File: src/gwle_pkg.sv
// ----------------------------------------------------------------------------
// gwle_pkg
// Types, constants and helper functions for the Gaussian-weighted lines
// evaluator: payload structs, table sizes, saturation and the exp table.
// ----------------------------------------------------------------------------
package gwle_pkg;

   localparam int MAX_BASIS   = 16;
   localparam int MAX_DIMS    = 2;
   localparam int EXP_ENTRIES = 256;

   localparam int CEN_DEPTH = MAX_BASIS * MAX_DIMS;
   localparam int COV_DEPTH = CEN_DEPTH * MAX_DIMS;
   localparam int CEN_AW    = $clog2(CEN_DEPTH);
   localparam int COV_AW    = $clog2(COV_DEPTH);
   localparam int OFF_AW    = $clog2(MAX_BASIS);
   localparam int BAS_W     = OFF_AW;
   localparam int NB_W      = 5;
   localparam int DIM_W     = (MAX_DIMS > 1) ? $clog2(MAX_DIMS) : 1;
   localparam int PIX_W     = $clog2(MAX_DIMS * MAX_DIMS);
   localparam int FET_W     = $clog2(MAX_DIMS * MAX_DIMS + 1);
   localparam int CNT_W     = $clog2(MAX_DIMS + 1);
   localparam int FET_LAST  = MAX_DIMS * MAX_DIMS;

   localparam int OPW       = 48;
   localparam int W_W       = 17;
   localparam int WSUM_W    = W_W + $clog2(MAX_BASIS + 1);
   localparam int NUM_W     = 63;
   localparam int EXP_IDX_W = $clog2(EXP_ENTRIES);

   localparam logic signed [OPW-1:0] QLIM    = OPW'(64'h0000_4000_0000_0000);
   localparam logic signed [OPW-1:0] S32_MAX = OPW'(64'h0000_0000_7FFF_FFFF);
   localparam logic signed [OPW-1:0] S32_MIN = -S32_MAX - OPW'(1);

   // Taylor terms of exp(-16/EXP_ENTRIES), scaled by 2^58
   localparam logic [63:0] TAY_00 = 64'd1 << 58;
   localparam logic [63:0] TAY_01 = (TAY_00 * 64'd16) / 64'(EXP_ENTRIES * 1);
   localparam logic [63:0] TAY_02 = (TAY_01 * 64'd16) / 64'(EXP_ENTRIES * 2);
   localparam logic [63:0] TAY_03 = (TAY_02 * 64'd16) / 64'(EXP_ENTRIES * 3);
   localparam logic [63:0] TAY_04 = (TAY_03 * 64'd16) / 64'(EXP_ENTRIES * 4);
   localparam logic [63:0] TAY_05 = (TAY_04 * 64'd16) / 64'(EXP_ENTRIES * 5);
   localparam logic [63:0] TAY_06 = (TAY_05 * 64'd16) / 64'(EXP_ENTRIES * 6);
   localparam logic [63:0] TAY_07 = (TAY_06 * 64'd16) / 64'(EXP_ENTRIES * 7);
   localparam logic [63:0] TAY_08 = (TAY_07 * 64'd16) / 64'(EXP_ENTRIES * 8);
   localparam logic [63:0] TAY_09 = (TAY_08 * 64'd16) / 64'(EXP_ENTRIES * 9);
   localparam logic [63:0] TAY_10 = (TAY_09 * 64'd16) / 64'(EXP_ENTRIES * 10);
   localparam logic [63:0] TAY_11 = (TAY_10 * 64'd16) / 64'(EXP_ENTRIES * 11);
   localparam logic [63:0] TAY_12 = (TAY_11 * 64'd16) / 64'(EXP_ENTRIES * 12);
   localparam logic [63:0] TAY_13 = (TAY_12 * 64'd16) / 64'(EXP_ENTRIES * 13);
   localparam logic [63:0] TAY_14 = (TAY_13 * 64'd16) / 64'(EXP_ENTRIES * 14);
   localparam logic [63:0] TAY_15 = (TAY_14 * 64'd16) / 64'(EXP_ENTRIES * 15);
   localparam logic [63:0] TAY_16 = (TAY_15 * 64'd16) / 64'(EXP_ENTRIES * 16);
   localparam logic [63:0] TAY_17 = (TAY_16 * 64'd16) / 64'(EXP_ENTRIES * 17);
   localparam logic [63:0] TAY_18 = (TAY_17 * 64'd16) / 64'(EXP_ENTRIES * 18);
   localparam logic [63:0] TAY_19 = (TAY_18 * 64'd16) / 64'(EXP_ENTRIES * 19);
   localparam logic [63:0] TAY_20 = (TAY_19 * 64'd16) / 64'(EXP_ENTRIES * 20);
   localparam logic [63:0] TAY_21 = (TAY_20 * 64'd16) / 64'(EXP_ENTRIES * 21);
   localparam logic [63:0] TAY_22 = (TAY_21 * 64'd16) / 64'(EXP_ENTRIES * 22);
   localparam logic [63:0] TAY_23 = (TAY_22 * 64'd16) / 64'(EXP_ENTRIES * 23);
   localparam logic [63:0] TAY_24 = (TAY_23 * 64'd16) / 64'(EXP_ENTRIES * 24);
   localparam logic [63:0] TAY_POS = TAY_00 + TAY_02 + TAY_04 + TAY_06 + TAY_08
                                   + TAY_10 + TAY_12 + TAY_14 + TAY_16 + TAY_18
                                   + TAY_20 + TAY_22 + TAY_24;
   localparam logic [63:0] TAY_NEG = TAY_01 + TAY_03 + TAY_05 + TAY_07 + TAY_09
                                   + TAY_11 + TAY_13 + TAY_15 + TAY_17 + TAY_19
                                   + TAY_21 + TAY_23;
   localparam logic [63:0] EXP_R30 = (TAY_POS - TAY_NEG) >> 28;

   typedef enum logic {
      MODE_LOAD   = 1'b0,
      MODE_SAMPLE = 1'b1
   } mode_type;

   typedef enum logic [1:0] {
      RGN_CENTER = 2'd0,
      RGN_COV    = 2'd1,
      RGN_SLOPE  = 2'd2,
      RGN_OFFSET = 2'd3
   } region_type;

   typedef enum logic [1:0] {
      CSR_NORMALIZE = 2'd0,
      CSR_PIVOT     = 2'd1,
      CSR_BASIS     = 2'd2,
      CSR_DIMS      = 2'd3
   } csr_index_type;

   typedef enum logic [3:0] {
      ST_IDLE,
      ST_FETCH,
      ST_QT,
      ST_QQ,
      ST_LINE,
      ST_PIV,
      ST_WACC,
      ST_FINISH,
      ST_DIV,
      ST_OUT
   } state_type;

   typedef struct packed {
      logic               mode;
      logic [1:0]         region;
      logic [5:0]         entry_index;
      logic signed [31:0] word_value;
   } req_type;

   typedef struct packed {
      logic signed [31:0] weighted_sum;
      logic               zero_sum;
   } rsp_type;

   typedef struct packed {
      logic               we;
      logic [1:0]         region;
      logic [5:0]         index;
      logic signed [31:0] data;
   } tbl_wr_type;

   typedef struct packed {
      logic [CEN_AW-1:0] cen_addr;
      logic [COV_AW-1:0] cov_addr;
      logic [CEN_AW-1:0] slope_addr;
      logic [OFF_AW-1:0] off_addr;
   } tbl_rd_type;

   typedef struct packed {
      logic signed [31:0] cen;
      logic signed [31:0] cov;
      logic signed [31:0] slope;
      logic signed [31:0] off;
   } tbl_data_type;

   typedef logic [W_W-1:0] exp_tab_type [EXP_ENTRIES];

   function automatic exp_tab_type build_exp_tab();
      exp_tab_type tab;
      logic [63:0] e30;
      e30 = 64'd1 << 30;
      for (int k = 0; k < EXP_ENTRIES; k++) begin
         tab[k] = W_W'((e30 + 64'd8192) >> 14);
         e30    = (e30 * EXP_R30) >> 30;
      end
      return tab;
   endfunction

   localparam exp_tab_type EXP_TAB = build_exp_tab();

   function automatic logic [OPW-1:0] mag_op(input logic signed [OPW-1:0] v);
      return v[OPW-1] ? OPW'(-v) : OPW'(v);
   endfunction

   // add or subtract, saturated to +-2^46
   function automatic logic signed [OPW-1:0] sat_add(input logic signed [OPW-1:0] a,
                                                     input logic signed [OPW-1:0] b,
                                                     input logic              sub);
      logic signed [OPW:0] s;
      s = sub ? ((OPW+1)'(a) - (OPW+1)'(b)) : ((OPW+1)'(a) + (OPW+1)'(b));
      if (s > (OPW+1)'(QLIM)) begin
         return QLIM;
      end
      if (s < -(OPW+1)'(QLIM)) begin
         return -QLIM;
      end
      return s[OPW-1:0];
   endfunction

   function automatic logic signed [31:0] sat32(input logic signed [OPW-1:0] v);
      if (v > S32_MAX) begin
         return 32'sh7FFF_FFFF;
      end
      if (v < S32_MIN) begin
         return 32'sh8000_0000;
      end
      return v[31:0];
   endfunction

endpackage

File: src/gwle_mul.sv
// ----------------------------------------------------------------------------
// gwle_mul
// Shared Q16.16 multiplier: magnitude product in 16-bit slices, one slice
// per cycle, truncated by 16 bits and saturated to +-2^46.
// ----------------------------------------------------------------------------
module gwle_mul
   import gwle_pkg::*;
(
   input  logic                  clock,
   input  logic                  reset,
   input  logic                  go,
   input  logic signed [OPW-1:0] op_a,
   input  logic signed [OPW-1:0] op_b,
   output logic                  done,
   output logic signed [OPW-1:0] prod
);

   localparam int SL      = 16;
   localparam int STEPS   = OPW / SL;
   localparam int STEP_W  = $clog2(STEPS);
   localparam int ACC_W   = 2 * OPW;

   logic [OPW-1:0]    ua_ff, ub_ff;
   logic              neg_ff;
   logic [ACC_W-1:0]  acc_ff;
   logic [STEP_W-1:0] cnt_ff;
   logic              busy_ff, busy_in;
   logic              done_ff, done_in;
   logic [OPW+SL-1:0] pp;
   logic [ACC_W-1:0]  sh;
   logic [OPW-1:0]    pm;

   assign pp = ua_ff * ub_ff[OPW-1 -: SL];

   always_comb begin
      busy_in = busy_ff;
      done_in = 1'b0;
      if (go) begin
         busy_in = 1'b1;
      end else if (busy_ff && cnt_ff == '0) begin
         busy_in = 1'b0;
         done_in = 1'b1;
      end
   end

   always_ff @(posedge clock) begin
      if (reset) begin
         busy_ff <= 1'b0;
         done_ff <= 1'b0;
      end else begin
         busy_ff <= busy_in;
         done_ff <= done_in;
      end
   end

   always_ff @(posedge clock) begin
      if (go) begin
         ua_ff  <= mag_op(op_a);
         ub_ff  <= mag_op(op_b);
         neg_ff <= op_a[OPW-1] ^ op_b[OPW-1];
         acc_ff <= '0;
         cnt_ff <= STEP_W'(STEPS - 1);
      end else if (busy_ff) begin
         acc_ff <= (acc_ff << SL) + ACC_W'(pp);
         ub_ff  <= ub_ff << SL;
         cnt_ff <= cnt_ff - STEP_W'(1);
      end
   end

   always_comb begin
      sh = acc_ff >> SL;
      pm = (sh > ACC_W'(QLIM)) ? OPW'(QLIM) : sh[OPW-1:0];
   end

   assign prod = neg_ff ? -$signed(pm) : $signed(pm);
   assign done = done_ff;

endmodule

File: config.mk
export PLATFORM = sky130hd
export DESIGN_NAME = gwle_mul
export DESIGN_NICKNAME = d
export VERILOG_FILES = /design/src/gwle_pkg.sv /design/src/gwle_mul.sv
export SDC_FILE = /design/constraint.sdc
export NUM_CORES = 2
export LEC_CHECK = 0
export ABC_AREA = 1
export BUFFER_PORTS_ARGS = -buffer_cell sky130_fd_sc_hd__buf_2
export CAP_MARGIN = 10
export CORE_MARGIN = 8
export CORE_UTILIZATION = 30
export CTS_CLUSTER_SIZE = 14
export DETAILED_ROUTE_END_ITERATION = 7
export GPL_TIMING_DRIVEN = 0
export SYNTH_ARGS = -nofsm -noshare
export SYNTH_HDL_FRONTEND = slang
export SYNTH_SLANG_ARGS = --single-unit
export TNS_END_PERCENT = 50
File: constraint.sdc
create_clock -name clock -period 7.4 [get_ports clock]
set_input_delay 0.74 -clock clock [delete_from_list [all_inputs] [get_ports clock]]
set_output_delay 0.74 -clock clock [all_outputs]
set_load 0.05 [all_outputs]
==> summary by stage <==
Logic synthesis
The cell count after synthesis came out at ~5400. The fraction of registers with async set/reset is 0. The sequential fraction of the synthesis area is 0.124. The commonest register cell after synthesis is dfxtp_1. The total nets after synthesis is 6379. The total number of yosys warnings is 0.

The mean instance size in the synthesized netlist is 7.27 um^2. The post-synthesis instance area is between 30000 and 40000 um^2. Counting flops and latches in the post-synthesis netlist gives between 150 and 200. After synthesis, the netlist uses between 50 and 60 different library cells. Yosys mapped a number of flops with a built-in enable equal to 97.

CTS
The clock passes through at most 2 buffers. The number of buffers inserted during clock tree synthesis is 17. The number of buffers inserted by hold repair at cts is 0. After clock tree synthesis, the clock-pin slew on the worst setup and hold paths is 100 ps. For this design, the sink count on the clock tree is 197. The tree is rooted in a clkbuf_16.

The clock tree synthesis step divided the H-tree into 4 levels. The latest clock arrival within the worst-skew pair is 540 ps. TritonCTS built the clock tree.

STA
Subtracting the final worst setup slack from the clock period gives between 7000 and 8000 ps. The tightest hold path in the finished design has a slack of 429 ps. Setup violations remaining at the end of the flow were counted as 0. The final count of pins violating max slew is 0. The portion of the clock cycle consumed by the worst path in the final layout is 0.978.

The worst relative slew slack is 0.325. At the pin with the least slew margin, the transition time is 1010 ps. Across the routed clock network, the largest skew measured is roughly 24 ps. The number of hold-slack violations in the final timing report is 0. Derived from the worst setup path, the maximum achievable clock frequency is 138 MHz. The aggregate negative setup slack is 0 ps.

Critical path
The most numerous cell type found on the critical path is fa_1. For this run, the slowest stage of the critical path takes 610 ps. Grouping stages by cell kind, the critical path spends the most delay in adder cells.

The critical path goes through clkbuf_4 -> clkbuf_4 -> nand2_1 -> inv_1 -> fa_1 -> fa_1 -> fa_1 -> fa_1 -> fa_1 -> inv_1 -> fa_1 -> inv_1 -> ha_1 -> nand2_1 -> inv_1 -> a21oi_1 -> o21ai_0 -> inv_1 -> nand3_1 -> o21ai_1 -> xor2_1 -> o22ai_1. Together, buffers and inverters on the worst path number 7. The arrival time at the worst endpoint is around 7600 ps.

The largest individual stage delay along the critical path comes from the cell fa_1. The most critical setup path has its startpoint at ub_ff[46]$_DFFE_PP_. The startpoint identified for the worst register-to-register timing path is ub_ff[46]$_DFFE_PP_. The data required time of the worst path is just under 8000 ps. The startpoint kind of the worst setup timing path is a register. The capturing element type of the critical path is a register. The maximum fanout encountered on the critical timing path is 10. The kind of critical path is reg2reg.

Drt
After detailed routing, the number of remaining DRC violations is 0. The routed design has 157000 um of wire. The total number of vias is 35900. In the final routed layout, each cell accounts on average for 21.4 um. The number of DRC markers after the initial detailed-route iteration is 3239. The mean number of vias per cell is 4.88. The first-pass iteration count of the detailed router is 6. In this run the remaining antenna-violating nets after routing total 0.

GRT
Global routing finished with a remaining overflow of 0. Entering global routing, the biggest net connects 58 pins. The global routing stage identified its most utilized layer as met2.

In the global route stage, met1 resource usage came out at 0.281. The number of global-route vias before repair is 37200. The met2 usage in global routing is 0.365. The number of antenna violations at the first check in global routing is 1.

For this run, the total global-route usage over all layers was measured as 0.220. The global-route wire length before repair is between 200000 and 250000 um. In the global route stage, met3 resource usage came out at 0.0349.

Floorplanning
The floorplan has 133 rows. From left edge to right edge, the die measures around 380 um. The die height is 379 um. The die covers 144000 um^2. The region available for standard cell placement spans 131000 um^2. For this configuration, the core starts out at a cell density of 0.301. The total I/O pin count is 148.

Final layout
The share of cells above drive strength 1 is 0.0675. The final standard cell utilization of the core is 0.331. Counting the fill cells in the layout gives 14300. The area growth from synthesis to layout is 9.97%.

At the end of the flow, the number of nets in the layout was between 6000 and 7000.

Placed design
The congestion estimate from routability-driven global placement came to just under 1. The placed wire-length estimate after detailed placement is 133000 um. The count of buffers added on input and output ports is around 150.

Min path
The startpoint identified for the worst hold timing path is reset. The class of the worst hold path is in2reg.

Status
The flow ran to the end, and the final reports show no timing, DRC or antenna violations.

Flow run
Across the run, the number of max-cap violations was 0.
## stage by stage
stage	instances	worst slack (ps)	area, um^2
finish	7355	166	43400
global route	7354	-5.48	43400
CTS	7363	5.03	43200
detailed placement	7336	-1170	42400
global placement	7336	-1100	42400
floorplan	5434	1470	39500
## path summary, 6_finish.rpt
path	end	slack [ps]	cells after the start
worst max-delay path	acc_ff[28]$_SDFFE_PP0P_	170	22
worst min-delay path	busy_ff$_SDFFE_PP0P_	430	2
worst max register to register	acc_ff[28]$_SDFFE_PP0P_	170	22
worst min register to register	acc_ff[80]$_SDFFE_PP0P_	460	2
## layout by cell type, fill, tap and decap left out, types with 11 or more instances in the layout
cell,netlist,layout
inv_1,1415,1415
nand2_1,1343,1342
fa_1,690,690
nor2_1,441,440
o21ai_0,180,168
a21oi_1,170,168
buf_2,7,158
ha_1,156,154
nand3_1,109,109
dfxtp_1,100,100
edfxtp_1,97,97
xor2_1,95,95
clkbuf_1,214,73
clkbuf_2,0,71
nor3_1,65,64
o22ai_1,54,53
xnor2_1,51,51
nand4_1,35,35
buf_4,2,30
o41ai_1,23,23
o21ai_1,16,22
a31oi_1,21,21
clkbuf_4,0,18
nor4_1,18,18
clkbuf_16,0,17
nand3b_1,12,12
nor2_2,10,11
o21a_1,11,11
## cell usage after synthesis, types with 35 or more instances
cell,n,area share
o21ai_0,180,0.023
nand3_1,109,0.014
xnor2_1,51,0.011
xor2_1,95,0.021
a21oi_1,170,0.022
nor2_1,441,0.042
nand4_1,35,0.0055
inv_1,1415,0.13
clkbuf_1,214,0.020
o22ai_1,54,0.0086
edfxtp_1,97,0.074
dfxtp_1,100,0.051
nor3_1,65,0.0082
ha_1,156,0.049
nand2_1,1343,0.13
fa_1,690,0.35
## registers in the layout (all words and copies together) (netlist names)
signal   flops
acc_ff      96
ub_ff       48
busy_ff      1
cnt_ff       2
neg_ff       1
ua_ff       48
done         1
## worst reg2reg max path: cells and delay by family (launching register included)
kind,cells,cell delay [ps]
xor gates and xnor gates,1,510
AOI/OAI and AO/OA,4,1010
and+or+nand+nor,3,350
adders and majority gates,7,3600
DFF,1,520
buffers and inverters,7,1090
## cell families after synthesis
family	Yosys count	share of synthesized area
simple gates	2073	0.212
buf+inv	1651	0.158
fa+ha+maj	846	0.399
compound gates	521	0.0745
flops	197	0.124
xor+xnor	146	0.0324
## repair_timing
| action | in CTS | in global routing |
|---|---|---|
| endpoints found under the setup margin | 75 | 66 |
| resized for setup | 96 | 124 |
| setup buffers | 11 | 16 |
## layout make-up
class                      count  area (um^2)  share of cell area
tap                         1755         2200              0.0505
antenna                        1         2.50           0.0000576
clock buffer                  17          425             0.00979
inverter                    1419         5330               0.123
buffer                       190          943              0.0217
timing repair buffer         175         1050              0.0241
clock inverter                15          169             0.00389
sequential                   197         4910               0.113
multi-input combinational   3586        28400               0.654
## layer usage
layer  share of wire  vias up
met5               0        -
met4           0.057        0
met3           0.077      267
met2            0.47     1528
met1            0.40    17800
li1                -    16300
Power is left out: the tool's default activity adds up to more than one toggle a clock period on the data nets, which glitch-free logic cannot reach.
