`src/gwle_pkg.sv`:
```
// ----------------------------------------------------------------------------
// gwle_pkg
// Types, constants and helper functions for the Gaussian-weighted lines
// evaluator: payload structs, table sizes, saturation and the exp table.
// ----------------------------------------------------------------------------
package gwle_pkg;

   localparam int MAX_BASIS   = 16;
   localparam int MAX_DIMS    = 2;
   localparam int EXP_ENTRIES = 256;

   localparam int CEN_DEPTH = MAX_BASIS * MAX_DIMS;
   localparam int COV_DEPTH = CEN_DEPTH * MAX_DIMS;
   localparam int CEN_AW    = $clog2(CEN_DEPTH);
   localparam int COV_AW    = $clog2(COV_DEPTH);
   localparam int OFF_AW    = $clog2(MAX_BASIS);
   localparam int BAS_W     = OFF_AW;
   localparam int NB_W      = 5;
   localparam int DIM_W     = (MAX_DIMS > 1) ? $clog2(MAX_DIMS) : 1;
   localparam int PIX_W     = $clog2(MAX_DIMS * MAX_DIMS);
   localparam int FET_W     = $clog2(MAX_DIMS * MAX_DIMS + 1);
   localparam int CNT_W     = $clog2(MAX_DIMS + 1);
   localparam int FET_LAST  = MAX_DIMS * MAX_DIMS;

   localparam int OPW       = 48;
   localparam int W_W       = 17;
   localparam int WSUM_W    = W_W + $clog2(MAX_BASIS + 1);
   localparam int NUM_W     = 63;
   localparam int EXP_IDX_W = $clog2(EXP_ENTRIES);

   localparam logic signed [OPW-1:0] QLIM    = OPW'(64'h0000_4000_0000_0000);
   localparam logic signed [OPW-1:0] S32_MAX = OPW'(64'h0000_0000_7FFF_FFFF);
   localparam logic signed [OPW-1:0] S32_MIN = -S32_MAX - OPW'(1);

   // Taylor terms of exp(-16/EXP_ENTRIES), scaled by 2^58
   localparam logic [63:0] TAY_00 = 64'd1 << 58;
   localparam logic [63:0] TAY_01 = (TAY_00 * 64'd16) / 64'(EXP_ENTRIES * 1);
   localparam logic [63:0] TAY_02 = (TAY_01 * 64'd16) / 64'(EXP_ENTRIES * 2);
   localparam logic [63:0] TAY_03 = (TAY_02 * 64'd16) / 64'(EXP_ENTRIES * 3);
   localparam logic [63:0] TAY_04 = (TAY_03 * 64'd16) / 64'(EXP_ENTRIES * 4);
   localparam logic [63:0] TAY_05 = (TAY_04 * 64'd16) / 64'(EXP_ENTRIES * 5);
   localparam logic [63:0] TAY_06 = (TAY_05 * 64'd16) / 64'(EXP_ENTRIES * 6);
   localparam logic [63:0] TAY_07 = (TAY_06 * 64'd16) / 64'(EXP_ENTRIES * 7);
   localparam logic [63:0] TAY_08 = (TAY_07 * 64'd16) / 64'(EXP_ENTRIES * 8);
   localparam logic [63:0] TAY_09 = (TAY_08 * 64'd16) / 64'(EXP_ENTRIES * 9);
   localparam logic [63:0] TAY_10 = (TAY_09 * 64'd16) / 64'(EXP_ENTRIES * 10);
   localparam logic [63:0] TAY_11 = (TAY_10 * 64'd16) / 64'(EXP_ENTRIES * 11);
   localparam logic [63:0] TAY_12 = (TAY_11 * 64'd16) / 64'(EXP_ENTRIES * 12);
   localparam logic [63:0] TAY_13 = (TAY_12 * 64'd16) / 64'(EXP_ENTRIES * 13);
   localparam logic [63:0] TAY_14 = (TAY_13 * 64'd16) / 64'(EXP_ENTRIES * 14);
   localparam logic [63:0] TAY_15 = (TAY_14 * 64'd16) / 64'(EXP_ENTRIES * 15);
   localparam logic [63:0] TAY_16 = (TAY_15 * 64'd16) / 64'(EXP_ENTRIES * 16);
   localparam logic [63:0] TAY_17 = (TAY_16 * 64'd16) / 64'(EXP_ENTRIES * 17);
   localparam logic [63:0] TAY_18 = (TAY_17 * 64'd16) / 64'(EXP_ENTRIES * 18);
   localparam logic [63:0] TAY_19 = (TAY_18 * 64'd16) / 64'(EXP_ENTRIES * 19);
   localparam logic [63:0] TAY_20 = (TAY_19 * 64'd16) / 64'(EXP_ENTRIES * 20);
   localparam logic [63:0] TAY_21 = (TAY_20 * 64'd16) / 64'(EXP_ENTRIES * 21);
   localparam logic [63:0] TAY_22 = (TAY_21 * 64'd16) / 64'(EXP_ENTRIES * 22);
   localparam logic [63:0] TAY_23 = (TAY_22 * 64'd16) / 64'(EXP_ENTRIES * 23);
   localparam logic [63:0] TAY_24 = (TAY_23 * 64'd16) / 64'(EXP_ENTRIES * 24);
   localparam logic [63:0] TAY_POS = TAY_00 + TAY_02 + TAY_04 + TAY_06 + TAY_08
                                   + TAY_10 + TAY_12 + TAY_14 + TAY_16 + TAY_18
                                   + TAY_20 + TAY_22 + TAY_24;
   localparam logic [63:0] TAY_NEG = TAY_01 + TAY_03 + TAY_05 + TAY_07 + TAY_09
                                   + TAY_11 + TAY_13 + TAY_15 + TAY_17 + TAY_19
                                   + TAY_21 + TAY_23;
   localparam logic [63:0] EXP_R30 = (TAY_POS - TAY_NEG) >> 28;

   typedef enum logic {
      MODE_LOAD   = 1'b0,
      MODE_SAMPLE = 1'b1
   } mode_type;

   typedef enum logic [1:0] {
      RGN_CENTER = 2'd0,
      RGN_COV    = 2'd1,
      RGN_SLOPE  = 2'd2,
      RGN_OFFSET = 2'd3
   } region_type;

   typedef enum logic [1:0] {
      CSR_NORMALIZE = 2'd0,
      CSR_PIVOT     = 2'd1,
      CSR_BASIS     = 2'd2,
      CSR_DIMS      = 2'd3
   } csr_index_type;

   typedef enum logic [3:0] {
      ST_IDLE,
      ST_FETCH,
      ST_QT,
      ST_QQ,
      ST_LINE,
      ST_PIV,
      ST_WACC,
      ST_FINISH,
      ST_DIV,
      ST_OUT
   } state_type;

   typedef struct packed {
      logic               mode;
      logic [1:0]         region;
      logic [5:0]         entry_index;
      logic signed [31:0] word_value;
   } req_type;

   typedef struct packed {
      logic signed [31:0] weighted_sum;
      logic               zero_sum;
   } rsp_type;

   typedef struct packed {
      logic               we;
      logic [1:0]         region;
      logic [5:0]         index;
      logic signed [31:0] data;
   } tbl_wr_type;

   typedef struct packed {
      logic [CEN_AW-1:0] cen_addr;
      logic [COV_AW-1:0] cov_addr;
      logic [CEN_AW-1:0] slope_addr;
      logic [OFF_AW-1:0] off_addr;
   } tbl_rd_type;

   typedef struct packed {
      logic signed [31:0] cen;
      logic signed [31:0] cov;
      logic signed [31:0] slope;
      logic signed [31:0] off;
   } tbl_data_type;

   typedef logic [W_W-1:0] exp_tab_type [EXP_ENTRIES];

   function automatic exp_tab_type build_exp_tab();
      exp_tab_type tab;
      logic [63:0] e30;
      e30 = 64'd1 << 30;
      for (int k = 0; k < EXP_ENTRIES; k++) begin
         tab[k] = W_W'((e30 + 64'd8192) >> 14);
         e30    = (e30 * EXP_R30) >> 30;
      end
      return tab;
   endfunction

   localparam exp_tab_type EXP_TAB = build_exp_tab();

   function automatic logic [OPW-1:0] mag_op(input logic signed [OPW-1:0] v);
      return v[OPW-1] ? OPW'(-v) : OPW'(v);
   endfunction

   // add or subtract, saturated to +-2^46
   function automatic logic signed [OPW-1:0] sat_add(input logic signed [OPW-1:0] a,
                                                     input logic signed [OPW-1:0] b,
                                                     input logic              sub);
      logic signed [OPW:0] s;
      s = sub ? ((OPW+1)'(a) - (OPW+1)'(b)) : ((OPW+1)'(a) + (OPW+1)'(b));
      if (s > (OPW+1)'(QLIM)) begin
         return QLIM;
      end
      if (s < -(OPW+1)'(QLIM)) begin
         return -QLIM;
      end
      return s[OPW-1:0];
   endfunction

   function automatic logic signed [31:0] sat32(input logic signed [OPW-1:0] v);
      if (v > S32_MAX) begin
         return 32'sh7FFF_FFFF;
      end
      if (v < S32_MIN) begin
         return 32'sh8000_0000;
      end
      return v[31:0];
   endfunction

endpackage

```
`src/gwle_div.sv`:
```
// ----------------------------------------------------------------------------
// gwle_div
// Restoring unsigned divider, one quotient bit per cycle.
// ----------------------------------------------------------------------------
module gwle_div
   import gwle_pkg::*;
(
   input  logic              clock,
   input  logic              reset,
   input  logic              go,
   input  logic [NUM_W-1:0]  num,
   input  logic [WSUM_W-1:0] den,
   output logic              done,
   output logic [NUM_W-1:0]  quo
);

   localparam int CNT_DW = $clog2(NUM_W);

   logic [NUM_W-1:0]  quo_ff;
   logic [WSUM_W-1:0] rem_ff;
   logic [WSUM_W-1:0] den_ff;
   logic [CNT_DW-1:0] cnt_ff;
   logic              busy_ff, busy_in;
   logic              done_ff, done_in;
   logic [WSUM_W:0]   rem_sh;
   logic [WSUM_W:0]   rem_sub;
   logic              ge;

   always_comb begin
      rem_sh  = {rem_ff, quo_ff[NUM_W-1]};
      ge      = rem_sh >= {1'b0, den_ff};
      rem_sub = rem_sh - {1'b0, den_ff};
   end

   always_comb begin
      busy_in = busy_ff;
      done_in = 1'b0;
      if (go) begin
         busy_in = 1'b1;
      end else if (busy_ff && cnt_ff == '0) begin
         busy_in = 1'b0;
         done_in = 1'b1;
      end
   end

   always_ff @(posedge clock) begin
      if (reset) begin
         busy_ff <= 1'b0;
         done_ff <= 1'b0;
      end else begin
         busy_ff <= busy_in;
         done_ff <= done_in;
      end
   end

   always_ff @(posedge clock) begin
      if (go) begin
         quo_ff <= num;
         rem_ff <= '0;
         den_ff <= den;
         cnt_ff <= CNT_DW'(NUM_W - 1);
      end else if (busy_ff) begin
         rem_ff <= ge ? rem_sub[WSUM_W-1:0] : rem_sh[WSUM_W-1:0];
         quo_ff <= {quo_ff[NUM_W-2:0], ge};
         cnt_ff <= cnt_ff - CNT_DW'(1);
      end
   end

   assign done = done_ff;
   assign quo  = quo_ff;

endmodule

```
`config.mk`:
```
export PLATFORM = sky130hd
export DESIGN_NAME = gwle_div
export DESIGN_NICKNAME = d
export VERILOG_FILES = /design/src/gwle_pkg.sv /design/src/gwle_div.sv
export SDC_FILE = /design/constraint.sdc
export NUM_CORES = 1
export LEC_CHECK = 0
export ABC_AREA = 1
export CAP_MARGIN = 20
export CELL_PAD_IN_SITES_DETAIL_PLACEMENT = 0
export CELL_PAD_IN_SITES_GLOBAL_PLACEMENT = 1
export CORE_MARGIN = 2
export CORE_UTILIZATION = 44
export CTS_BUF_LIST = sky130_fd_sc_hd__clkbuf_8
export CTS_CLUSTER_DIAMETER = 60
export DETAILED_ROUTE_END_ITERATION = 7
export DONT_BUFFER_PORTS = 1
export PLACE_DENSITY = 0.86
export SETUP_SLACK_MARGIN = 0.4
export SYNTH_ARGS = -nofsm -noshare
export SYNTH_HDL_FRONTEND = slang
export SYNTH_SLANG_ARGS = --single-unit
export TNS_END_PERCENT = 1
```
`constraint.sdc`:
```
create_clock -name clock -period 4.6 [get_ports clock]
set_input_delay 0.69 -clock clock [delete_from_list [all_inputs] [get_ports clock]]
set_output_delay 0.69 -clock clock [all_outputs]
set_load 0.05 [all_outputs]
```
==> results.txt, run 1 <==
The repair_antennas step left the layout with diodes totalling 0. STA classifies the critical path endpoint as a flop. The first-pass GRT wire length is 24400 um.

The pin count of the biggest net entering global routing is 91. Setup violations remaining at the end of the flow were counted as 0. The number of placed I/O pins is 152. The sequential share of the synthesized area came out at 49.2%. The leakage power summed over all cells came out at around 3.4 nW.

Tracing the worst setup path back leads to its startpoint at quo[62]. In the layout the commonest cells are sky130_fd_sc_hd__nand2_1, sky130_fd_sc_hd__inv_1, sky130_fd_sc_hd__edfxtp_1, sky130_fd_sc_hd__nand3_1, sky130_fd_sc_hd__nor2_1. The peak clock frequency supported by timing came out at approximately 0.37 GHz. The endpoint of the most critical setup path is rem_ff[5]. The number of warning messages in the yosys log came out at 0. The most used routing layer in global routing is met2. The number of nets produced by synthesis is 933.

The delay of the slowest cell on the worst path came out at 0.78 ns. CTS saw 115 sinks. The flip-flop and latch count after synthesis came out at approximately 120. The residual DRC count came out at 0. The critical path class is reg2reg.

The worst pin sits at a relative slew slack of 29.0%. The initial antenna violation count came to 0. The slowest stage cell on the critical path is sky130_fd_sc_hd__and2_1. Leaving out fill and tap cells, the most frequent cell in the layout is sky130_fd_sc_hd__nand2_1.

The number of buffers added for setup after CTS came out at 0. The number of violations of the max-capacitance limit came out at 0. The met2 capacity usage during global routing is 30.6%. In this design, the critical path's most frequently occurring cell is sky130_fd_sc_hd__nand3_1.

The worst hold slack across all endpoints is 0.321 ns. After synthesis, the mean cell area works out to between 7 and 8 um^2. The total wire length after detailed routing came out at around 15000 um. The nature of the critical path startpoint is a flop. The remaining global-route overflow came out at 0. The final design instance area without fill is 0.00690 mm^2. Row generation in the floorplan step produced 44 rows. The number of vias after detailed routing is 4952. The via count of the first global-routing pass came to 4884. On the final layout, the worst clock skew is ~0.014 ns.

The first detailed-routing pass took 4 iterations. In the global route stage, met3 resource usage came out at under 10%. The distinct cell type count of the synthesized netlist is 37.

At the pin with the least slew margin, the transition time is 1.06 ns. The part of the cycle the worst path needs came out at 58.6%. The share of the synthesized area in the top cell type is 39.9%.

Setup total negative slack on the finished layout was measured at 0 ns. Traced cell by cell, the critical path runs through inv_1 > ha_1 > nand2_1 > nor3_1 > nand3_1 > and2_1 > nand3_1 > nand3_1 > o21ai_0. The half-perimeter wire length of the detailed placement result came out at 10300 um. The critical path arrival came out at around 3.0 ns. The area growth from synthesis to layout is 7.74%. The power per cell area is about 370 mW/mm^2.

In this run the critical register-to-register path is captured at rem_ff[5]. The setup slack on the worst flop-to-flop path is 1.90 ns. The count of hold-fix buffers inserted at cts came out at 0. The average wire per cell in the routed design came out at 14.4 um. The CTS clock-pin slew for the worst setup and hold paths came out at roughly 0.08 ns. The hold-critical path depth came out at 1. Counting the buffers created by CTS gives 17. Once the clock tree was built, the resizer swapped 0 gates to a different size.

The cell depth of the worst flop-to-flop path is 9. Counting the fill cells in the layout gives 1423. The chip width came out at 125 um. The worst hold path belongs to the class in2reg. The worst endpoint required time came out at 4.89 ns. The die covers 0.0155 mm^2. The total cell area at the placement stage is 0.00650 mm^2. The worst register-to-register path begins at quo[62].

The worst slack at placement is 1.85 ns. Clock tree synthesis selected as its root buffer the cell sky130_fd_sc_hd__clkbuf_8. The cell type group with the largest total delay on the critical path is simple AND/OR/NAND/NOR gates. The fraction of final layout cells sized beyond drive strength 1 came out at 6.37%. The final max-slew violation count came out at 0. The final hold violation count is 0. Setup slack on the critical path of the routed design comes to 1.90 ns.

The maximum vdd drop came out at approximately 0.00028 V. For this run, the total global-route usage over all layers was measured as 19.5%. Setup repair after global routing left no endpoint under its margin.

The post-detailed-route via-to-cell ratio came out at 4.87. The flow ran to the end, and the final reports show no timing, DRC or antenna violations. The net total in the final layout came out at 931. The total buffers and inverters traversed by the critical path came out at 1. No sink is reached through more buffers than the 2 on the longest clock path. The clock period minus worst slack is 2.70 ns. By area the synthesized netlist is led by sky130_fd_sc_hd__edfxtp_1, sky130_fd_sc_hd__nand2_1, sky130_fd_sc_hd__dfxtp_1, sky130_fd_sc_hd__inv_1, sky130_fd_sc_hd__nand3_1.

The area inside the core boundary is 0.0144 mm^2. Of all nets on the critical path, the largest fanout is 23. The H-tree depth is 4. The clock insertion delay at the later pin of the skew report came out at around 0.44 ns.

In this run the tool buffered the top-level ports with 0 buffer cells. The final RePlAce weighted congestion came out at around 0.87. In this run the number of cells on the critical path is 9.

The die outline height came out at 125 um. sky130_fd_sc_hd__edfxtp_1 takes more of the synthesized area than any other cell. The remaining antenna violation count is 0. The number of design-rule violations left by the first detailed-router iteration came out at roughly 280.

The cell area after technology mapping is 0.00640 mm^2. For this configuration, the core starts out at a cell density of 44.6%. The gate count after technology mapping is 821.

For this run, global-route usage on met1 was measured as 25.2%. TritonCTS built the clock tree.
[state kept, by name, indices dropped and copies added, names as in the netlist]
register	count
rem_ff	22
cnt_ff	6
den_ff	22
quo	63
done	1
busy_ff	1
[through the flow]
step / utilization, % / power [mW] / std cells
6_report: 48.0 / 2.58 / 1016
5_1_grt: 48.0 / 2.69 / 1016
4_1_cts: 47.9 / 2.61 / 1015
3_5_place_dp: 45.2 / 1.69 / 983
3_3_place_gp: 45.2 / 1.69 / 983
2_1_floorplan: - / 1.64 / 821
[synth_stat cells (all sizes together)]
master  instances
nand2         374
inv           109
edfxtp         85
nand3          65
nor2           42
dfxtp          30
ha             23
a21oi          16
clkbuf         15
o21ai          13
nand3b         10
buf             9
xnor2           8
nand4           7
nor3            3
o21bai          3
and2            2
a21o            1
a22oi           1
a31oi           1
clkinv          1
fa              1
nor4            1
xor2            1
[worst min path at each step]
stage                from          to  slack, ns
2_1_floorplan   cnt_ff[2]   cnt_ff[2]       0.44
3_3_place_gp   rem_ff[10]  rem_ff[10]       0.46
3_5_place_dp   rem_ff[14]  rem_ff[14]       0.46
4_1_cts             reset        done       0.28
5_1_grt             reset        done       0.28
6_report            reset        done       0.32
[layer usage]
layer / wire length (um) / up-vias / part of all wire [%]
li1: - / 2597 / -
met4: 145 / 0 / 0.99
met1: 6710 / 2207 / 46
met5: 0 / - / 0
met2: 6770 / 138 / 46
met3: 998 / 10 / 6.8
[layout make-up]
| type | count | area (um^2) | share of cell area [%] |
|---|---|---|---|
| Sequential cell | 115 | 3150 | 45.7 |
| Multi-Input combinational cell | 572 | 2690 | 38.9 |
| Inverter | 110 | 413 | 5.98 |
| Clock buffer | 17 | 234 | 3.39 |
| Tap cell | 184 | 230 | 3.34 |
| Clock inverter | 15 | 150 | 2.18 |
| Timing Repair Buffer | 3 | 35.0 | 0.508 |
[power breakdown]
part	switching (mW)	total, mW	internal (mW)
clock network	0.466	0.908	0.441
logic	0.136	0.205	0.0686
registers	0.250	1.46	1.21
[logic make-up after synthesis]
family	count (synthesis)	share of synthesized area, %
adders and majority gates	24	4.81
and+or+nand+nor	504	32.7
buffers and inverters	134	8.89
xor gates and xnor gates	9	1.23
AOI/OAI and AO/OA	35	3.13
DFF	115	49.2
Note: power is estimated with default switching activity, not from simulation.
==> run 2: changes to the inputs <==
--- a/config.mk
+++ b/config.mk
@@ -5,7 +5,7 @@
 export SDC_FILE = /design/constraint.sdc
 export NUM_CORES = 1
 export LEC_CHECK = 0
-export ABC_AREA = 1
+export ABC_AREA = 0
 export CAP_MARGIN = 20
 export CELL_PAD_IN_SITES_DETAIL_PLACEMENT = 0
 export CELL_PAD_IN_SITES_GLOBAL_PLACEMENT = 1
@@ -15,7 +15,7 @@
 export CTS_CLUSTER_DIAMETER = 60
 export DETAILED_ROUTE_END_ITERATION = 7
 export DONT_BUFFER_PORTS = 1
-export PLACE_DENSITY = 0.86
+export PLACE_DENSITY = 0.82
 export SETUP_SLACK_MARGIN = 0.4
 export SYNTH_ARGS = -nofsm -noshare
 export SYNTH_HDL_FRONTEND = slang
==> constraint.sdc (replaced) <==
create_clock -name clock -period 2.6 [get_ports clock]
set_input_delay 0.39 -clock clock [delete_from_list [all_inputs] [get_ports clock]]
set_output_delay 0.39 -clock clock [all_outputs]
set_load 0.05 [all_outputs]
==> run 2 against run 1 <==
  * The run now ends with negative setup slack left
  * Synthesized cell count shrank 41%
  * Sequential share of layout area increased by 2.8 points
  * Clock power up 63%
  * Worst setup slack lost 2.0 ns
  * Global-route usage down 1.6 points
  * Utilization increased by 3.1 points
  * Cell area fell by 5.7%
  * Synthesized area shrank 10%
  * Clock skew is 0.0026 ns lower
  * Highest routed layer is now met5
==> results.txt, run 2 <==
The power per cell area is approximately 760 mW/mm^2. Entering global routing, the biggest net connects 115 pins. The most common cell in the synthesized netlist is sky130_fd_sc_hd__edfxtp_1. STA classifies the critical path startpoint as a flop. Derived from the worst setup path, the maximum achievable clock frequency is 0.378 GHz. When the netlist entered floorplanning its net count stood at just under 600.

The share of the synthesized area in the top cell type is between 40 and 50%. The slowest stage of the critical path belongs to the cell sky130_fd_sc_hd__edfxtp_1. The initial antenna violation count is 5. In this design, the largest share of critical-path delay is due to compound AO/OA/AOI/OAI gates. The leakage power summed over all cells came out at ~2.4 nW. In this run the clock root is driven by a sky130_fd_sc_hd__clkbuf_8. The half-perimeter wire length of the detailed placement result came out at 8380 um. The number of placed I/O pins is 152.

The most common cell after layout, fill and taps aside is sky130_fd_sc_hd__edfxtp_1. The flip-flop and latch count after synthesis came out at around 120. The worst setup path is of the reg2reg kind. The top cell types in the final layout, fill and taps aside, are sky130_fd_sc_hd__edfxtp_1, sky130_fd_sc_hd__mux2_2, sky130_fd_sc_hd__nand2_1, sky130_fd_sc_hd__nor2_1, sky130_fd_sc_hd__dfxtp_1. The die outline height is 118 um. Before CTS, the worst setup slack after placement is -0.0488 ns. The final setup skew is 0.0111 ns. The clock period minus worst slack came out at 2.65 ns.

The via count of the first global-routing pass is 3920. The maximum vdd drop came out at about 0.00054 V. The clock net in this run drives a total of 115 sinks. The average wire per cell in the routed design is between 15 and 20 um. The delay of the slowest cell on the worst path is 0.39 ns. Yosys mapped the design onto 51 distinct sky130hd cell types. The number of inserted filler cells in the final layout came out at 1179. After synthesis, the share of flip-flops with an asynchronous set or reset is 0%. The TritonCTS clock tree is built.

The maximum fanout encountered on the critical timing path came out at 3. The chip width is 118 um. The residual DRC count came out at 0.

The layout overhead on the synthesized area is 12.9%. The area inside the core boundary is 0.0127 mm^2. The worst min-delay path class is in2reg. The multi-input combinational cells in the finished layout cover a total of about 0.0025 mm^2. The H-tree depth is 4.

The critical path arrival came out at 3.00 ns. The number of placed instances with taps included is 649. Traced cell by cell, the critical path runs through inv_1 > ha_2 > inv_2 > fa_2 > a211oi_2 > o21ai_2 > a311o_1 > a2111oi_4 > nor2_1 > xor2_1 > nand2_1 > a211oi_2. Summing every instance area after synthesis gives 0.00576 mm^2. The detailed router placed 3738 vias in this run. The number of buffers added for setup after CTS came out at 0.

Once the floorplan was initialized, standard cells occupied 45.3% of the core. The final max-slew violation count is 0. STA classifies the critical path endpoint as a flop. The first-pass detailed-route iteration total is 4.

For this run, the number of standard cells in the final layout without fillers is 682. The final design instance area without fill came out at roughly 0.0065 mm^2. The number of design-rule violations left by the first detailed-router iteration is 171.

The completed layout was analyzed and its total power is 4.97 mW. The checks that failed: negative setup slack. The overall global routing resource usage is 18.0%. The post-detailed-route via-to-cell ratio came out at 5.48. The flip-flop and latch area is 0.00315 mm^2. The tightest hold path in the finished design has a slack of 0.0347 ns. The final hold violation count came out at 0. For the pin with the worst max-slew slack, the measured transition is 0.568 ns. The final setup violation count is 2. The number of synthesized flops with an enable pin is 85. Cells with a size suffix above 1 make up 26.5% of the layout. Headroom to the max-slew limit came out at 62.1%. The critical path contains buffers and inverters numbering 2 combined. Each instance of the synthesized netlist takes up on average between 10 and 15 um^2.

Buffers placed on the I/O ports in this run total 0. The worst endpoint required time came out at 2.96 ns. The final RePlAce weighted congestion is 0.868. The cell repeated most along the worst path is sky130_fd_sc_hd__a211oi_2.

Summed over all layers, the routed wires come to 12200 um. The largest total area in the synthesized netlist belongs to sky130_fd_sc_hd__edfxtp_1. The total cell area at the placement stage is 0.00601 mm^2. The die area came out at 0.0140 mm^2. The post-layout utilization of the core came out at 51.2%. For the worst-skew pair, the clock arrives at the later sink with an insertion delay of 0.43 ns. The setup TNS came out at -0.0625 ns. Max-cap violations in this run came to 0.

The remaining antenna violation count came out at 0. After synthesis, the cell types taking the most area are sky130_fd_sc_hd__edfxtp_1, sky130_fd_sc_hd__mux2_2, sky130_fd_sc_hd__dfxtp_1, sky130_fd_sc_hd__ha_1, sky130_fd_sc_hd__nand2_1. For this run, the leading register cell type out of synthesis is sky130_fd_sc_hd__edfxtp_1. The remaining global-route overflow is 0. The part of the cycle the worst path needs came out at 102%. Setup repair after global routing could not meet its margin everywhere. The CTS clock-pin slew for the worst setup and hold paths is ~0.07 ns. After layout, the worst setup slack is -0.0466 ns. The total CTS buffers is 17.

During synthesis, Yosys emitted a total of 0 warnings. The number of flip-flops under the largest register name came out at 63. The sequential share of the synthesized area came out at a little over half. In the final design database the tool counted 609 nets.

The standard-cell row count is 41. The run finished, with violations left. The commonest cells after synthesis are sky130_fd_sc_hd__edfxtp_1, sky130_fd_sc_hd__mux2_2, sky130_fd_sc_hd__nand2_1. The first global-routing pass estimated 19700 um of wire. No sink is reached through more buffers than the 2 on the longest clock path.

Counting every instance in the synthesized netlist gives 484.
[run 2: per-layer routing]
metal	share of wire (%)	GRT usage, %
met5	0.28	0
met4	2.3	7.66
met3	9.9	9.85
met2	48	29.4
met1	39	19.2
[run 2: cells by family (layout without fill, tap and decap cells)]
logic type	after synthesis	in the layout	share of synthesized area, %
other cells	0	1	0
xor+xnor	22	22	3.34
simple gates	111	111	8.42
fa+ha+maj	24	24	5.34
mux	63	63	12.3
compound gates	96	96	12.1
buf+inv	53	78	3.80
flops	115	115	54.7
[run 2: worst paths after layout]
check | from | end | slack (ns) | depth (start not counted)
setup / recovery | quo[62] | rem_ff[18] | -0.05 | 12
hold / removal | go | rem_ff[6] | 0.03 | 1
setup reg to reg | quo[62] | rem_ff[18] | -0.05 | 12
hold reg to reg | cnt_ff[0] | cnt_ff[0] | 0.47 | 2
[run 2: final cells by class]
class,instances,area share [%]
Multi-Input combinational cell,316,38.8
Sequential cell,115,48.5
Inverter,30,1.73
Tap cell,172,3.31
Antenna cell,1,0.0385
Clock inverter,14,1.79
Timing Repair Buffer,17,2.31
Clock buffer,17,3.60
[run 2: where the power goes]
part	switching (mW)	internal, mW
Combinational	0.447	0.398
Clock	0.737	0.741
Sequential	0.470	2.18
[run 2: what timing repair did]
| action | 4_1_cts | 5_1_grt |
|---|---|---|
| hold buffers | 1 | 0 |
| resized for setup | 16 | 11 |
| pin swaps | 5 | 6 |
| setup endpoints to repair | 23 | 23 |
| cloned | 0 | 0 |
| hold endpoints to repair | 2 | 0 |
==> run 3: changes to the inputs <==
--- a/config.mk
+++ b/config.mk
@@ -15,7 +15,7 @@
 export CTS_CLUSTER_DIAMETER = 60
 export DETAILED_ROUTE_END_ITERATION = 7
 export DONT_BUFFER_PORTS = 1
-export PLACE_DENSITY = 0.82
+export PLACE_DENSITY = 0.84
 export SETUP_SLACK_MARGIN = 0.4
 export SYNTH_ARGS = -nofsm -noshare
 export SYNTH_HDL_FRONTEND = slang
==> constraint.sdc (replaced) <==
create_clock -name clock -period 2.2 [get_ports clock]
set_input_delay 0.33 -clock clock [delete_from_list [all_inputs] [get_ports clock]]
set_output_delay 0.33 -clock clock [all_outputs]
set_load 0.05 [all_outputs]
==> run 3 against run 2 <==
  * The run still ends with negative setup slack left
  * Non-clock buffer count increased by 72
  * Final cell count increased by 11%
  * First-iteration DRC count decreased by 1.8%
  * Die area unchanged
  * Cell area increased by 9.1%
  * Critical path type unchanged
  * Critical endpoint is now rem_ff[20]
  * Largest power group unchanged
==> results.txt, run 3 (synthesis results as in run 2) <==
The run finished, with violations left. The final reports fail on negative setup slack. Along the worst path, the maximum fanout reaches 3.

The delay of the slowest cell on the worst path came out at just under 0.4 ns. The final route contains 4023 vias. The power per cell area came out at 867 mW/mm^2. The number of cells in the finished layout apart from fillers came out at roughly 760. STA classifies the critical path startpoint as a flop. The die area came out at roughly 0.014 mm^2. The cell sitting at the root of the clock tree is a sky130_fd_sc_hd__clkbuf_8. The cell count along the critical path is 12. The number of placed instances with taps included came out at about 700. From bottom edge to top edge, the die measures approximately 120 um. The number of violations of the max-capacitance limit came out at 0. The final hold violation count is 0. The first detailed-routing pass ran for 4 iterations. The cell depth of the worst flop-to-flop path came out at 12. The first-pass GRT wire length is 21200 um.

The critical path class is reg2reg. The worst setup path is captured at a flop. The slowest stage cell on the critical path is sky130_fd_sc_hd__edfxtp_1. The via count of the first global-routing pass came to 4192. The post-detailed-route via-to-cell ratio is 5.33.

The total CTS buffers is 17. In the layout the commonest cells are sky130_fd_sc_hd__edfxtp_1, sky130_fd_sc_hd__mux2_2, sky130_fd_sc_hd__buf_4, sky130_fd_sc_hd__nand2_1, sky130_fd_sc_hd__nor2_1. The final critical path takes up 121% of the cycle. The pin count of the biggest net entering global routing is 115.

Summed over all failing endpoints, the final setup total negative slack is -2.58 ns. The worst slack at placement is -0.465 ns. Setup violations remaining at the end of the flow were counted as 21.

The worst hold path begins at go. The most common cell after layout, fill and taps aside is sky130_fd_sc_hd__edfxtp_1. The fraction of final layout cells sized beyond drive strength 1 is 30.9%. The peak clock frequency supported by timing came out at 0.377 GHz.

The final worst slack came out at -0.452 ns. The endpoint identified for the worst register-to-register timing path is rem_ff[20]. The clock insertion delay at the later pin of the skew report came out at between 0.4 and 0.5 ns. The leakage power summed over all cells is between 2 and 3 nW.

The final setup skew is 0.0166 ns. The post-layout utilization of the core is between 50% and 60%. The overall global routing resource usage came out at 19.3%. The start of the worst register-to-register path is quo[62].

The clock passes through at most 2 buffers. The number of design-rule violations left by the first detailed-router iteration came out at 168. The worst hold slack across all endpoints came out at 0.0111 ns. The clock period minus worst slack is around 2.7 ns. The headroom to the max-slew limit is a little under two thirds. For the worst setup path, the data required time is 2.54 ns. Counting every sink on the clock net gives 115. The remaining global-route overflow came out at 0. The layout overhead on the synthesized area is 23.2%. The register with the most flip-flops in the layout has 63 of them. The residual DRC count is 0. For this run, the post-layout net count is just under 700.

The total cell area at the placement stage is 0.00639 mm^2. The remaining antenna violation count is 0. After floorplanning, the core was sized to cover 0.0127 mm^2. For flop-to-flop paths, the worst setup slack is -0.45 ns. The maximum vdd drop came out at roughly 0.00059 V. In this run the worst hold path is classified as in2reg.

The final design instance area without fill came out at 0.00710 mm^2. The number of inserted filler cells in the final layout came out at 1131. The final RePlAce weighted congestion is 0.928. Setup repair after global routing could not meet its margin everywhere. The number of placed I/O pins came out at between 150 and 200. The signal on the critical path passes through inv_1 > ha_1 > inv_1 > fa_2 > a211oi_4 > o21ai_2 > a311o_1 > a2111oi_4 > o31ai_1 > xor2_1 > nand2_1 > a211oi_1. The average wire per cell in the routed design came out at 17.7 um. The half-perimeter wire length of the detailed placement result came out at 9250 um. For the pin with the worst max-slew slack, the measured transition is 0.541 ns. The initial cell density of the core is 45.3%. The number of buffers added for setup after CTS came out at 0. The most numerous cell type found on the critical path is sky130_fd_sc_hd__inv_1. The count of buffers inserted at the top-level ports is 0.

The standard-cell row count is 41. For the worst setup path, the data arrival time is 2.99 ns. The H-tree depth is 4. The path with the worst hold slack has its endpoint at den_ff[2]. The initial antenna violation count is 5.

Measured along the x axis, the die boundary spans 118 um. After detailed routing, the total wire length is 13400 um. The cell type group with the largest total delay on the critical path is compound AO/OA/AOI/OAI gates. The total buffers and inverters traversed by the critical path is 2. The design draws 6.16 mW.

Along the worst hold path, the cell count comes to 0. The final max-slew violation count is 0. The CTS clock-pin slew for the worst setup and hold paths is about 0.09 ns. TritonCTS built the clock tree.
==> run 3: per-layer routing <==
layer | vias up | part of all wire (%) | global-route usage, %
li1 | 1951 | - | -
met1 | 1903 | 39 | 21.7
met2 | 141 | 48 | 32.0
met3 | 22 | 11 | 9.75
met4 | 6 | 2.1 | 5.95
met5 | - | 0.31 | 0
==> run 3: report_power, final <==
| group | internal (mW) | switching (mW) | total (mW) |
|---|---|---|---|
| sequential | 2.58 | 0.554 | 3.13 |
| combinational | 0.621 | 0.571 | 1.19 |
| clock | 0.902 | 0.933 | 1.83 |
| total | 4.10 | 2.06 | 6.16 |
==> run 3: area by class of cell <==
cell class | instances | area [um^2] | share of cell area (%)
clock buffer | 17 | 234 | 3.30
tap | 172 | 215 | 3.03
inverter | 30 | 113 | 1.59
clock inverter | 15 | 134 | 1.89
multi-input combinational | 316 | 2470 | 34.8
antenna | 1 | 2.50 | 0.0353
sequential | 115 | 3150 | 44.4
timing repair buffer | 89 | 778 | 11.0
==> run 3: how the worst max path moves through the flow <==
stage | from | endpoint | slack [ns]
finish | quo[62] | rem_ff[20] | -0.45
global route | quo[62] | rem_ff[20] | -0.64
CTS | quo[62] | rem_ff[20] | -0.46
detailed placement | quo[62] | rem_ff[20] | -0.46
global placement | quo[62] | rem_ff[20] | -0.37
floorplan | quo[62] | rem_ff[20] | -0.59
==> run 3: worst reg2reg max path, delay by kind of cell, from the launching register on <==
| family | cells | cell delay, ns |
|---|---|---|
| AO/OA/AOI/OAI | 6 | 1.32 |
| XOR/XNOR | 1 | 0.14 |
| adder cells (fa/ha/maj) | 2 | 0.52 |
| buffers and inverters | 2 | 0.12 |
| flip-flops | 1 | 0.39 |
| AND/OR/NAND/NOR | 1 | 0.07 |
==> run 3: what timing repair did <==
item                                    4_1_cts  5_1_grt
hold buffers                                 23        2
resized for setup                             3       11
pin swaps                                     4        1
hold endpoints to repair                     46       31
endpoints found under the setup margin       23       24
